$ cat src/rtl/tpat_pkg.sv
// shared types, constants and helpers of the tcp port address translator
package tpat_pkg;

    // table geometry
    localparam int unsigned TABLE_DEPTH = 65536;
    localparam int unsigned IDX_W       = $clog2(TABLE_DEPTH);

    // field widths
    localparam int unsigned ADDR_W    = 32;
    localparam int unsigned PORT_W    = 16;
    localparam int unsigned TIME_W    = 32;
    localparam int unsigned TMO_W     = 20;
    localparam int unsigned PLEN_W    = 6;
    localparam int unsigned ACT_W     = 3;
    localparam int unsigned CFG_IDX_W = 3;
    localparam int unsigned CFG_DAT_W = 32;

    // stream packing
    localparam int unsigned IN_DATA_W  = 128;
    localparam int unsigned IN_USER_W  = 2;
    localparam int unsigned OUT_DATA_W = 96;

    // port allocation wraps back to this value
    localparam logic [PORT_W-1:0] FIRST_PORT = 16'd10000;
    localparam logic [PORT_W-1:0] PORT_MAX   = 16'd65535;

    // action codes
    localparam logic [ACT_W-1:0] ACT_PASS     = 3'd0;
    localparam logic [ACT_W-1:0] ACT_OUT_HIT  = 3'd1;
    localparam logic [ACT_W-1:0] ACT_OUT_NEW  = 3'd2;
    localparam logic [ACT_W-1:0] ACT_IN_XLAT  = 3'd3;
    localparam logic [ACT_W-1:0] ACT_IN_STALE = 3'd4;

    // request kinds
    localparam logic REQ_OUTBOUND = 1'b0;
    localparam logic REQ_INBOUND  = 1'b1;

    // register indexes
    localparam logic [CFG_IDX_W-1:0] CFG_ENABLE     = 3'd0;
    localparam logic [CFG_IDX_W-1:0] CFG_PUBLIC     = 3'd1;
    localparam logic [CFG_IDX_W-1:0] CFG_PREFIX     = 3'd2;
    localparam logic [CFG_IDX_W-1:0] CFG_PREFIX_LEN = 3'd3;
    localparam logic [CFG_IDX_W-1:0] CFG_TIMEOUT    = 3'd4;

    // register reset values
    localparam logic [ADDR_W-1:0] PUBLIC_RST     = 32'd3232236042;
    localparam logic [ADDR_W-1:0] PREFIX_RST     = 32'd3232249856;
    localparam logic [PLEN_W-1:0] PREFIX_LEN_RST = 6'd24;
    localparam logic [TMO_W-1:0]  TIMEOUT_RST    = 20'd60;

    // payload of one table entry
    typedef struct packed {
        logic [ADDR_W-1:0] lan_addr;
        logic [PORT_W-1:0] host_port;
        logic [TIME_W-1:0] stamp;
    } t_entry;

    // outcome of the shared compare unit
    typedef struct packed {
        logic key_hit;
        logic stale;
    } t_match;

    // network mask for a prefix length, lengths above 32 act as 32
    function automatic logic [ADDR_W-1:0] prefix_mask(input logic [PLEN_W-1:0] len);
        logic [PLEN_W-1:0] l;
        l = (len > 6'd32) ? 6'd32 : len;
        if (l == 6'd0) begin
            return '0;
        end
        return {ADDR_W{1'b1}} << (6'd32 - l);
    endfunction

endpackage

$ cat src/rtl/tpat_match.sv
// shared compare unit: key match against an entry and age check
module tpat_match (
    input  logic                         i_valid,
    input  tpat_pkg::t_entry             i_entry,
    input  logic [tpat_pkg::ADDR_W-1:0]  i_key_addr,
    input  logic [tpat_pkg::PORT_W-1:0]  i_key_port,
    input  logic [tpat_pkg::TIME_W-1:0]  i_now,
    input  logic [tpat_pkg::TMO_W-1:0]   i_timeout,
    output tpat_pkg::t_match             o_match
);

    logic [tpat_pkg::TIME_W-1:0] elapsed;

    // wrapping age of the entry
    assign elapsed = i_now - i_entry.stamp;

    // valid entry with matching lan address and port
    assign o_match.key_hit = i_valid && (i_entry.lan_addr == i_key_addr) &&
                             (i_entry.host_port == i_key_port);

    // older than the timeout
    assign o_match.stale = elapsed > {{(tpat_pkg::TIME_W - tpat_pkg::TMO_W){1'b0}}, i_timeout};

endmodule

$ cat config.mk
export PLATFORM = sky130hd
export DESIGN_NAME = tpat_match
export DESIGN_NICKNAME = d
export VERILOG_FILES = /design/src/rtl/tpat_pkg.sv /design/src/rtl/tpat_match.sv
export SDC_FILE = /design/constraint.sdc
export NUM_CORES = 1
export LEC_CHECK = 0
export BUFFER_PORTS_ARGS = -buffer_cell sky130_fd_sc_hd__buf_2
export CAP_MARGIN = 20
export CORE_MARGIN = 2
export CORE_UTILIZATION = 46
export DETAILED_ROUTE_END_ITERATION = 8
export PLACE_DENSITY = 0.88
export SYNTH_ARGS = -nofsm -noshare
export SYNTH_HDL_FRONTEND = slang
export SYNTH_SLANG_ARGS = --single-unit
$ cat constraint.sdc
create_clock -name vclk -period 5.6
set_input_delay 0.28 -clock vclk [all_inputs]
set_output_delay 0.28 -clock vclk [all_outputs]
set_load 0.02 [all_outputs]
==> results.toml, run 1 <==
[grt]
antenna_found_initial = 4
grt_max_degree = 13
grt_use_total = 0.259
first_global_vias = 3654
grt_remaining_overflow = 0
met3_usage = 0.0239
met2_usage = 0.497
grt_pass1_wl_mm = 15.5
busiest_layer = "met2"
grt_util_met1 = 0.290

[cells_and_area]
clockBufferCount = 0
seq_cells = 0
final-seq-area_um2 = 0
fillers = 536
area_delta_synth_final_pct = 34.8
num-nets-final = 829
drive_above_1_share = 0.325

[floorplan]
die_w_um = 83.3
ios = 183
std_cell_rows = 28
coreArea_um2 = 5990
start_util = 0.483
die_h_um = 83.3
die_area_um2 = 6940

[logic_synthesis]
synth_cell_types = 57
synth_warnings = 0
syn_nets = 651
ys_seq_area_frac = 0
yosys.area_share.simple = 0.185
synthesis.instances = 418
synth_top_family_by_area = "compound AO/OA/AOI/OAI gates"
synth-adder-area-share = 0.227
netlist_area_um2 = 2900
synth_xor_xnor_area_share = 0.215
muxShareOfSynthArea = 0.00735
synth_area_per_cell_um2 = 6.93
synth_compound_area_frac = 0.274

[pwr]
pwr-share-comb = 1.000
peakVddDrop_mv = 0.0553
p_sw_frac = 0.520
p_seq_frac = 0
powerDensity_nw_per_um2 = 103
p_int_uw = 193
leakage_uw = 0.00225
clkPwrFrac = 0
p_switching_uw = 209
power_uw = 402

[drt]
drt_pass1_iterations = 5
ant_nets = 0
finalWirelength_mm = 9.25
wl_per_cell_um = 13.7
drt-initial-drc-count = 143
vias = 3659
drc_errors = 0
viasPerCell = 5.44

[sta]
rsz0062_at_grt = "false"
final_max_slew_viol_count = 0
fin_ws_ns = 0.371
fin_crit_sh = 0.934
finalHoldViolations = 0
setup_viol = 0
max_freq_mhz = 191
tightest_slew_ns = 0.591
slew_headroom = 0.603
tns_ns = 0
fin_crit_ns = 5.23

[placed_design]
numPortBuffers = 183
hpwlAfterDp_mm = 8.33
dpl_worst_slack_ns = 0.234
routabilityCongestion = 0.885

[critical_path]
critical_path_buf_inv_count = 4
critPathMaxFanout = 3
critPathKind = "in -> out"
cp_slowest_cell = "or4_1"
crit_chain = "buf_2 > inv_1 > ha_1 > inv_1 > fa_1 > a21o_1 > a221oi_4 > o21ai_0 > a21boi_1 > o21bai_1 > a21oi_1 > xnor2_1 > ha_1 > nand4_1 > nor3_2 > nand2_1 > o21ai_0 > o221ai_1 > nor4_1 > o311ai_1 > a311oi_1 > o2111ai_1 > or4_1 > buf_2"
endpoint_kind = "output pin"
cp.required_ns = 5.32
crit_family = "compound AO/OA/AOI/OAI gates"
arrival_ns = 4.95
cpPeakStageDelay_ns = 0.52
startpoint_type = "input pin"

[worst_hold_path]
hold_class = "in -> out"

[clock_tree]
hold_buffers = 0

[status]
status = "complete, no violations"

[run]
cap_violations = 0
## kinds of logic (layout without fill, tap and decap cells)
family / count (synthesis) / in the layout
buffers and inverters: 70 / 246
and+or+nand+nor: 105 / 105
adders and majority gates: 52 / 52
AOI/OAI and AO/OA: 118 / 118
other: 0 / 4
xor gates and xnor gates: 71 / 71
muxes: 2 / 2
## repair_timing
action                     in CTS  in global routing
setup buffers                   0                  0
gates resized for setup         0                  3
setup endpoints to repair       0                  1
## cells in the mapped netlist (2+ instances only)
cell | count | area share
inv_1 | 63 | 0.082
nand4_1 | 14 | 0.030
a21boi_0 | 4 | 0.010
a21o_1 | 24 | 0.062
nor3b_1 | 2 | 0.0052
xor2_1 | 54 | 0.16
nor3_1 | 6 | 0.010
clkbuf_1 | 6 | 0.0078
nand3_1 | 10 | 0.017
o21a_1 | 7 | 0.018
o21ai_0 | 22 | 0.038
nand2_1 | 22 | 0.029
nor2_1 | 21 | 0.027
nor4_1 | 13 | 0.028
and2_1 | 3 | 0.0065
nor2b_1 | 5 | 0.011
xnor2_1 | 17 | 0.051
ha_1 | 51 | 0.22
nand2b_1 | 3 | 0.0065
a21oi_1 | 32 | 0.055
o211ai_1 | 3 | 0.0078
## layout by cell type, fill, tap and decap left out, types with 2 or more instances in the layout
| master | Yosys | routed |
|---|---|---|
| ha_1 | 51 | 51 |
| a21oi_1 | 32 | 32 |
| o211ai_1 | 3 | 3 |
| a21o_1 | 24 | 24 |
| a21boi_0 | 4 | 3 |
| diode_2 | 0 | 4 |
| nand2b_1 | 3 | 3 |
| and2_1 | 3 | 3 |
| buf_2 | 1 | 183 |
| inv_1 | 63 | 63 |
| nor2b_1 | 5 | 5 |
| nor3_1 | 6 | 5 |
| nor3b_1 | 2 | 2 |
| nand3_1 | 10 | 10 |
| nand2_1 | 22 | 22 |
| nor4_1 | 13 | 13 |
| nor2_1 | 21 | 21 |
| o21a_1 | 7 | 7 |
| xor2_1 | 54 | 54 |
| xnor2_1 | 17 | 17 |
| o21ai_0 | 22 | 22 |
| nand4_1 | 14 | 14 |
## power by group through the flow
stage / combinational [uW] / clock, uW / sequential, uW
detailed placement: 392 / 0 / 0
CTS: 395 / 0 / 0
global placement: 379 / 0 / 0
global route: 452 / 0.0000955 / 0
finish: 402 / 0.0000957 / 0
floorplan: 264 / 0 / 0
## final timing paths
check  startpoint    endpoint  slack, ns  depth (start not counted)
max      i_now[0]  o_match[0]       0.37                         24
min       i_valid  o_match[1]       0.91                          4
## tightest hold or removal path: stages
cell and delay [ns]:
buf_2 0.10, nand4_1 0.06, nor4_1 0.05, buf_2 0.15
## layer usage
metal,vias up,wire [um]
met2,169,4730
met4,0,403
met1,1616,3490
met5,-,0
met3,30,621
li1,1844,-
## final cells by class
class / count / area [um2] / area share
diodes: 4 / 10.0 / 0.00256
inverters: 63 / 236 / 0.0606
multi-input cells: 348 / 2650 / 0.678
well taps: 75 / 93.8 / 0.0240
repair buffers: 183 / 916 / 0.235
## stage by stage
stage	instance area [um2]	hold slack, ns	std cells	util
detailed placement	3880	0.913	669	0.647
floorplan	2900	0.705	418	-
CTS	3880	0.913	669	0.647
global placement	3880	0.914	669	0.647
global route	3900	0.926	673	0.652
finish	3900	0.912	673	0.652
No activity file was read; power rests on OpenSTA's default activity.
==> run 2, diff against run 1 <==
--- a/config.mk
+++ b/config.mk
@@ -11,6 +11,7 @@
 export CORE_UTILIZATION = 46
 export DETAILED_ROUTE_END_ITERATION = 8
 export PLACE_DENSITY = 0.88
+export RECOVER_POWER = 100
 export SYNTH_ARGS = -nofsm -noshare
 export SYNTH_HDL_FRONTEND = slang
 export SYNTH_SLANG_ARGS = --single-unit
==> run 2 against run 1 <==
Effect of this change: combinational power barely moved; routed wire length barely moved; total power barely moved; core utilization barely moved; cell count did not move; hold slack improved by 0.017 ns; critical path type unchanged; largest power group unchanged.
==> results.toml, run 2 (same netlist as run 1, synthesis figures left out) <==
[critical_path]
crit_chain = "buf_2 > inv_1 > ha_1 > inv_1 > fa_1 > a21o_1 > a221oi_4 > o21ai_0 > a21boi_1 > o21bai_1 > a21oi_1 > xnor2_1 > ha_1 > nand4_1 > nor3_2 > nand2_1 > o21ai_0 > o221ai_1 > nor4_1 > o311ai_1 > a311oi_1 > o2111ai_1 > or4_1 > buf_2"
critPathKind = "in -> out"
startpoint_type = "input pin"
cp_slowest_cell = "or4_1"
critPathMaxFanout = 3
arrival_ns = 4.95
endpoint_kind = "output pin"
cpPeakStageDelay_ns = 0.52
cp.required_ns = 5.32

[pwr]
p_int_uw = 193
p_seq_frac = 0
clkPwrFrac = 0
peakVddDrop_mv = 0.0553
pwr-share-comb = 1.000
p_sw_frac = 0.520
leakage_uw = 0.00224
p_switching_uw = 209
powerDensity_nw_per_um2 = 103

[grt]
grt_max_degree = 13
grt_pass1_wl_mm = 15.5
antenna_found_initial = 4
first_global_vias = 3654
grt_remaining_overflow = 0
grt_use_total = 0.259

[floorplan]
std_cell_rows = 28
ios = 183
die_w_um = 83.3
die_area_um2 = 6940
coreArea_um2 = 5990
die_h_um = 83.3
start_util = 0.483

[cells_and_area]
fin_area_um2 = 3900
num-nets-final = 829
final_cell_mix = "buf_2, inv_1, xor2_1"
final_common_cell = "buf_2"
seq_cells = 0
fillers = 537
area_delta_synth_final_pct = 34.8
drive_above_1_share = 0.323
final-seq-area_um2 = 0
clockBufferCount = 0

[drt]
ant_nets = 0
vias = 3659
viasPerCell = 5.44
wl_per_cell_um = 13.8
drt-initial-drc-count = 143
drc_errors = 0
drt_pass1_iterations = 5
finalWirelength_mm = 9.25

[sta]
tns_ns = 0
slew_headroom = 0.603
rsz0062_at_grt = "false"
finalHoldViolations = 0
max_freq_mhz = 191
final_max_slew_viol_count = 0
fin_crit_sh = 0.934
fin_crit_ns = 5.23
setup_viol = 0
tightest_slew_ns = 0.591

[worst_hold_path]
hold_depth = 4
hold_class = "in -> out"

[status]
status = "complete, no violations"

[placed_design]
hpwlAfterDp_mm = 8.33
dpl_cell_area_um2 = 3880
routabilityCongestion = 0.885
numPortBuffers = 183

[run]
cap_violations = 0
run 2: through the flow:
step	cells	utilization	power, uW	setup WS (ns)	hold WS [ns]
floorplan	418	-	264	0.885	0.705
global placement	669	0.647	379	0.343	0.914
CTS	669	0.647	395	0.215	0.913
finish	673	0.651	402	0.371	0.928
detailed placement	669	0.647	392	0.234	0.913
global route	673	0.651	452	0.0410	0.944
run 2: per-layer routing:
| layer | wire, um | part of all wire | up-vias | track usage |
|---|---|---|---|---|
| met5 | 0 | 0 | - | 0 |
| li1 | - | - | 1844 | - |
| met2 | 4740 | 0.51 | 169 | 0.497 |
| met3 | 621 | 0.067 | 30 | 0.0239 |
| met1 | 3490 | 0.38 | 1616 | 0.290 |
| met4 | 403 | 0.044 | 0 | 0.0984 |
run 2: cell type report:
type | instances | area, um2 | share of cell area
multi-input cells | 348 | 2650 | 0.678
repair buffers | 183 | 915 | 0.234
inverters | 63 | 236 | 0.0606
well taps | 75 | 93.8 | 0.0240
diodes | 4 | 10.0 | 0.00256
run 2: worst max-delay path: cells and delay by family:
| family | cells | cell delay, ns |
|---|---|---|
| AO/OA/AOI/OAI | 11 | 2.07 |
| XOR/XNOR | 1 | 0.09 |
| adder cells (fa/ha/maj) | 3 | 0.84 |
| buffers and inverters | 4 | 0.36 |
| AND/OR/NAND/NOR | 5 | 1.31 |
run 2: final timing paths:
path | startpoint | endpoint
worst max-delay path | i_now[0] | o_match[0]
worst min-delay path | i_valid | o_match[1]
run 2: repair_timing:
action | CTS | global route
resized for setup | 0 | 3
hold buffers | 0 | 0
setup endpoints to repair | 0 | 1
setup buffers | 0 | 0
run 2: power groups by stage:
stage	clock network, uW	logic, uW	registers [uW]
final	0.0000957	402	0
after global routing	0.0000955	452	0
after CTS	0	395	0
after detailed placement	0	392	0
after global placement	0	379	0
after floorplan	0	264	0
==> run 3, diff against run 2 <==
==> constraint.sdc (replaced) <==
create_clock -name vclk -period 5.6
set_input_delay 0.56 -clock vclk [all_inputs]
set_output_delay 0.56 -clock vclk [all_outputs]
set_load 0.02 [all_outputs]
==> run 3 against run 2 <==
Effect of this change: the flow now finishes with violations (negative setup slack); routed wire length grew 1.4%; clock-buffer cell count stayed put; first-iteration DRC count increased by 4.9%; largest cell class unchanged; highest routed layer unchanged.
==> results.toml, run 3 (same netlist as run 1, synthesis figures left out) <==
[grt]
grt_pass1_wl_mm = 15.5
grt_max_degree = 13
antenna_found_initial = 2
grt_remaining_overflow = 0
first_global_vias = 3763
grt_use_total = 0.257

[floorplan]
die_area_um2 = 6940
die_h_um = 83.3
std_cell_rows = 28
start_util = 0.483
die_w_um = 83.3
ios = 183
coreArea_um2 = 5990

[cells_and_area]
area_delta_synth_final_pct = 40.8
postLayoutCoreUtil = 0.681
final-seq-area_um2 = 0
drive_above_1_share = 0.357
fillers = 534
fin_area_um2 = 4080
multiInputGateArea_um2 = 2690
clockBufferCount = 0
final_common_cell = "buf_2"
num-nets-final = 845
final_cell_mix = "buf_2, inv_1, xor2_1"
instances_no_fill = 687
seq_cells = 0

[critical_path]
critPathKind = "in -> out"
critPathMaxFanout = 3
cp.required_ns = 5.04
startpoint_type = "input pin"
endpoint_kind = "output pin"
arrival_ns = 5.10

[sta]
max_freq_mhz = 177
slew_headroom = 0.719
rsz0062_at_grt = "true"
setup_viol = 1
tightest_slew_ns = 0.418
fin_crit_ns = 5.66
finalHoldViolations = 0
fin_ws_ns = -0.0553
tns_ns = -0.0553
fin_crit_sh = 1.01
final_max_slew_viol_count = 0

[status]
violations = "negative setup slack"
status = "complete, but fails checks"

[placed_design]
hpwlAfterDp_mm = 8.22
placed_cells = 679
routabilityCongestion = 0.888
numPortBuffers = 183
dpl_cell_area_um2 = 3950

[drt]
drt_pass1_iterations = 5
drt-initial-drc-count = 150
drc_errors = 0
vias = 3682
finalWirelength_mm = 9.38
wl_per_cell_um = 13.7
viasPerCell = 5.36
ant_nets = 0

[worst_hold_path]
hold_class = "in -> out"

[pwr]
powerDensity_nw_per_um2 = 104
peakVddDrop_mv = 0.0544
power_uw = 424
leakage_uw = 0.00233

[run]
cap_violations = 0
run 3: changes by cell type in the layout (fill, tap and decap cells not counted), moves of 2 or more:
cell	change
buf_2	-2
o21ai_1	+2
a21oi_2	+2
inv_1	-2
buf_4	+16
a21oi_1	-2
buf_6	+2
o21ai_0	-3
diode_2	-2
run 3: path summary, 6_finish.rpt:
| kind | from | end | slack, ns | cells past startpoint |
|---|---|---|---|---|
| worst min-delay path | i_valid | o_match[1] | 1.49 | 4 |
| worst max-delay path | i_now[0] | o_match[0] | -0.06 | 24 |
run 3: metal layers:
metal / GRT usage / up-vias / routed length [um]
met4: 0.0760 / 0 / 331
met3: 0.0249 / 28 / 683
li1: - / 1867 / -
met1: 0.283 / 1607 / 3620
met2: 0.509 / 180 / 4750
met5: 0 / - / 0
run 3: power breakdown:
| group | internal [uW] | total (uW) | switching (uW) |
|---|---|---|---|
| Combinational | 209 | 424 | 215 |
| Clock | 0.0000478 | 0.0000478 | 0 |
| Sequential | 0 | 0 | 0 |
| Total | 209 | 424 | 215 |
run 3: cell type report:
type | instances | area share
diodes | 2 | 0.00123
inverters | 63 | 0.0586
well taps | 75 | 0.0230
repair buffers | 199 | 0.257
multi-input cells | 348 | 0.660
run 3: repair_timing:
action,4_1_cts,5_1_grt
gates resized for setup,7,15
setup buffers,1,5
pin swaps,8,15
setup endpoints to repair,1,1
cloned,0,0
hold buffers,0,0
run 3: critical path: stages:
cell	delay, ns
buf_6	0.10
inv_4	0.05
ha_4	0.13
inv_2	0.04
fa_2	0.36
a21o_1	0.21
a221oi_4	0.31
o41a_2	0.22
a21oi_2	0.07
or3_4	0.43
o21ai_4	0.08
xnor2_1	0.09
ha_1	0.30
nand4_1	0.12
nor2_2	0.14
nand2_1	0.06
o21ai_1	0.07
o221ai_1	0.11
nor4_1	0.29
o311ai_1	0.14
a311oi_1	0.33
o2111ai_1	0.15
or4_1	0.57
buf_6	0.16
run 3: per-stage QoR:
stage,worst slack (ns),hold slack (ns)
2_1_floorplan,0.325,1.26
3_3_place_gp,-0.0710,1.47
3_5_place_dp,-0.180,1.47
4_1_cts,0.00164,1.47
5_1_grt,-0.268,1.50
6_report,-0.0553,1.49
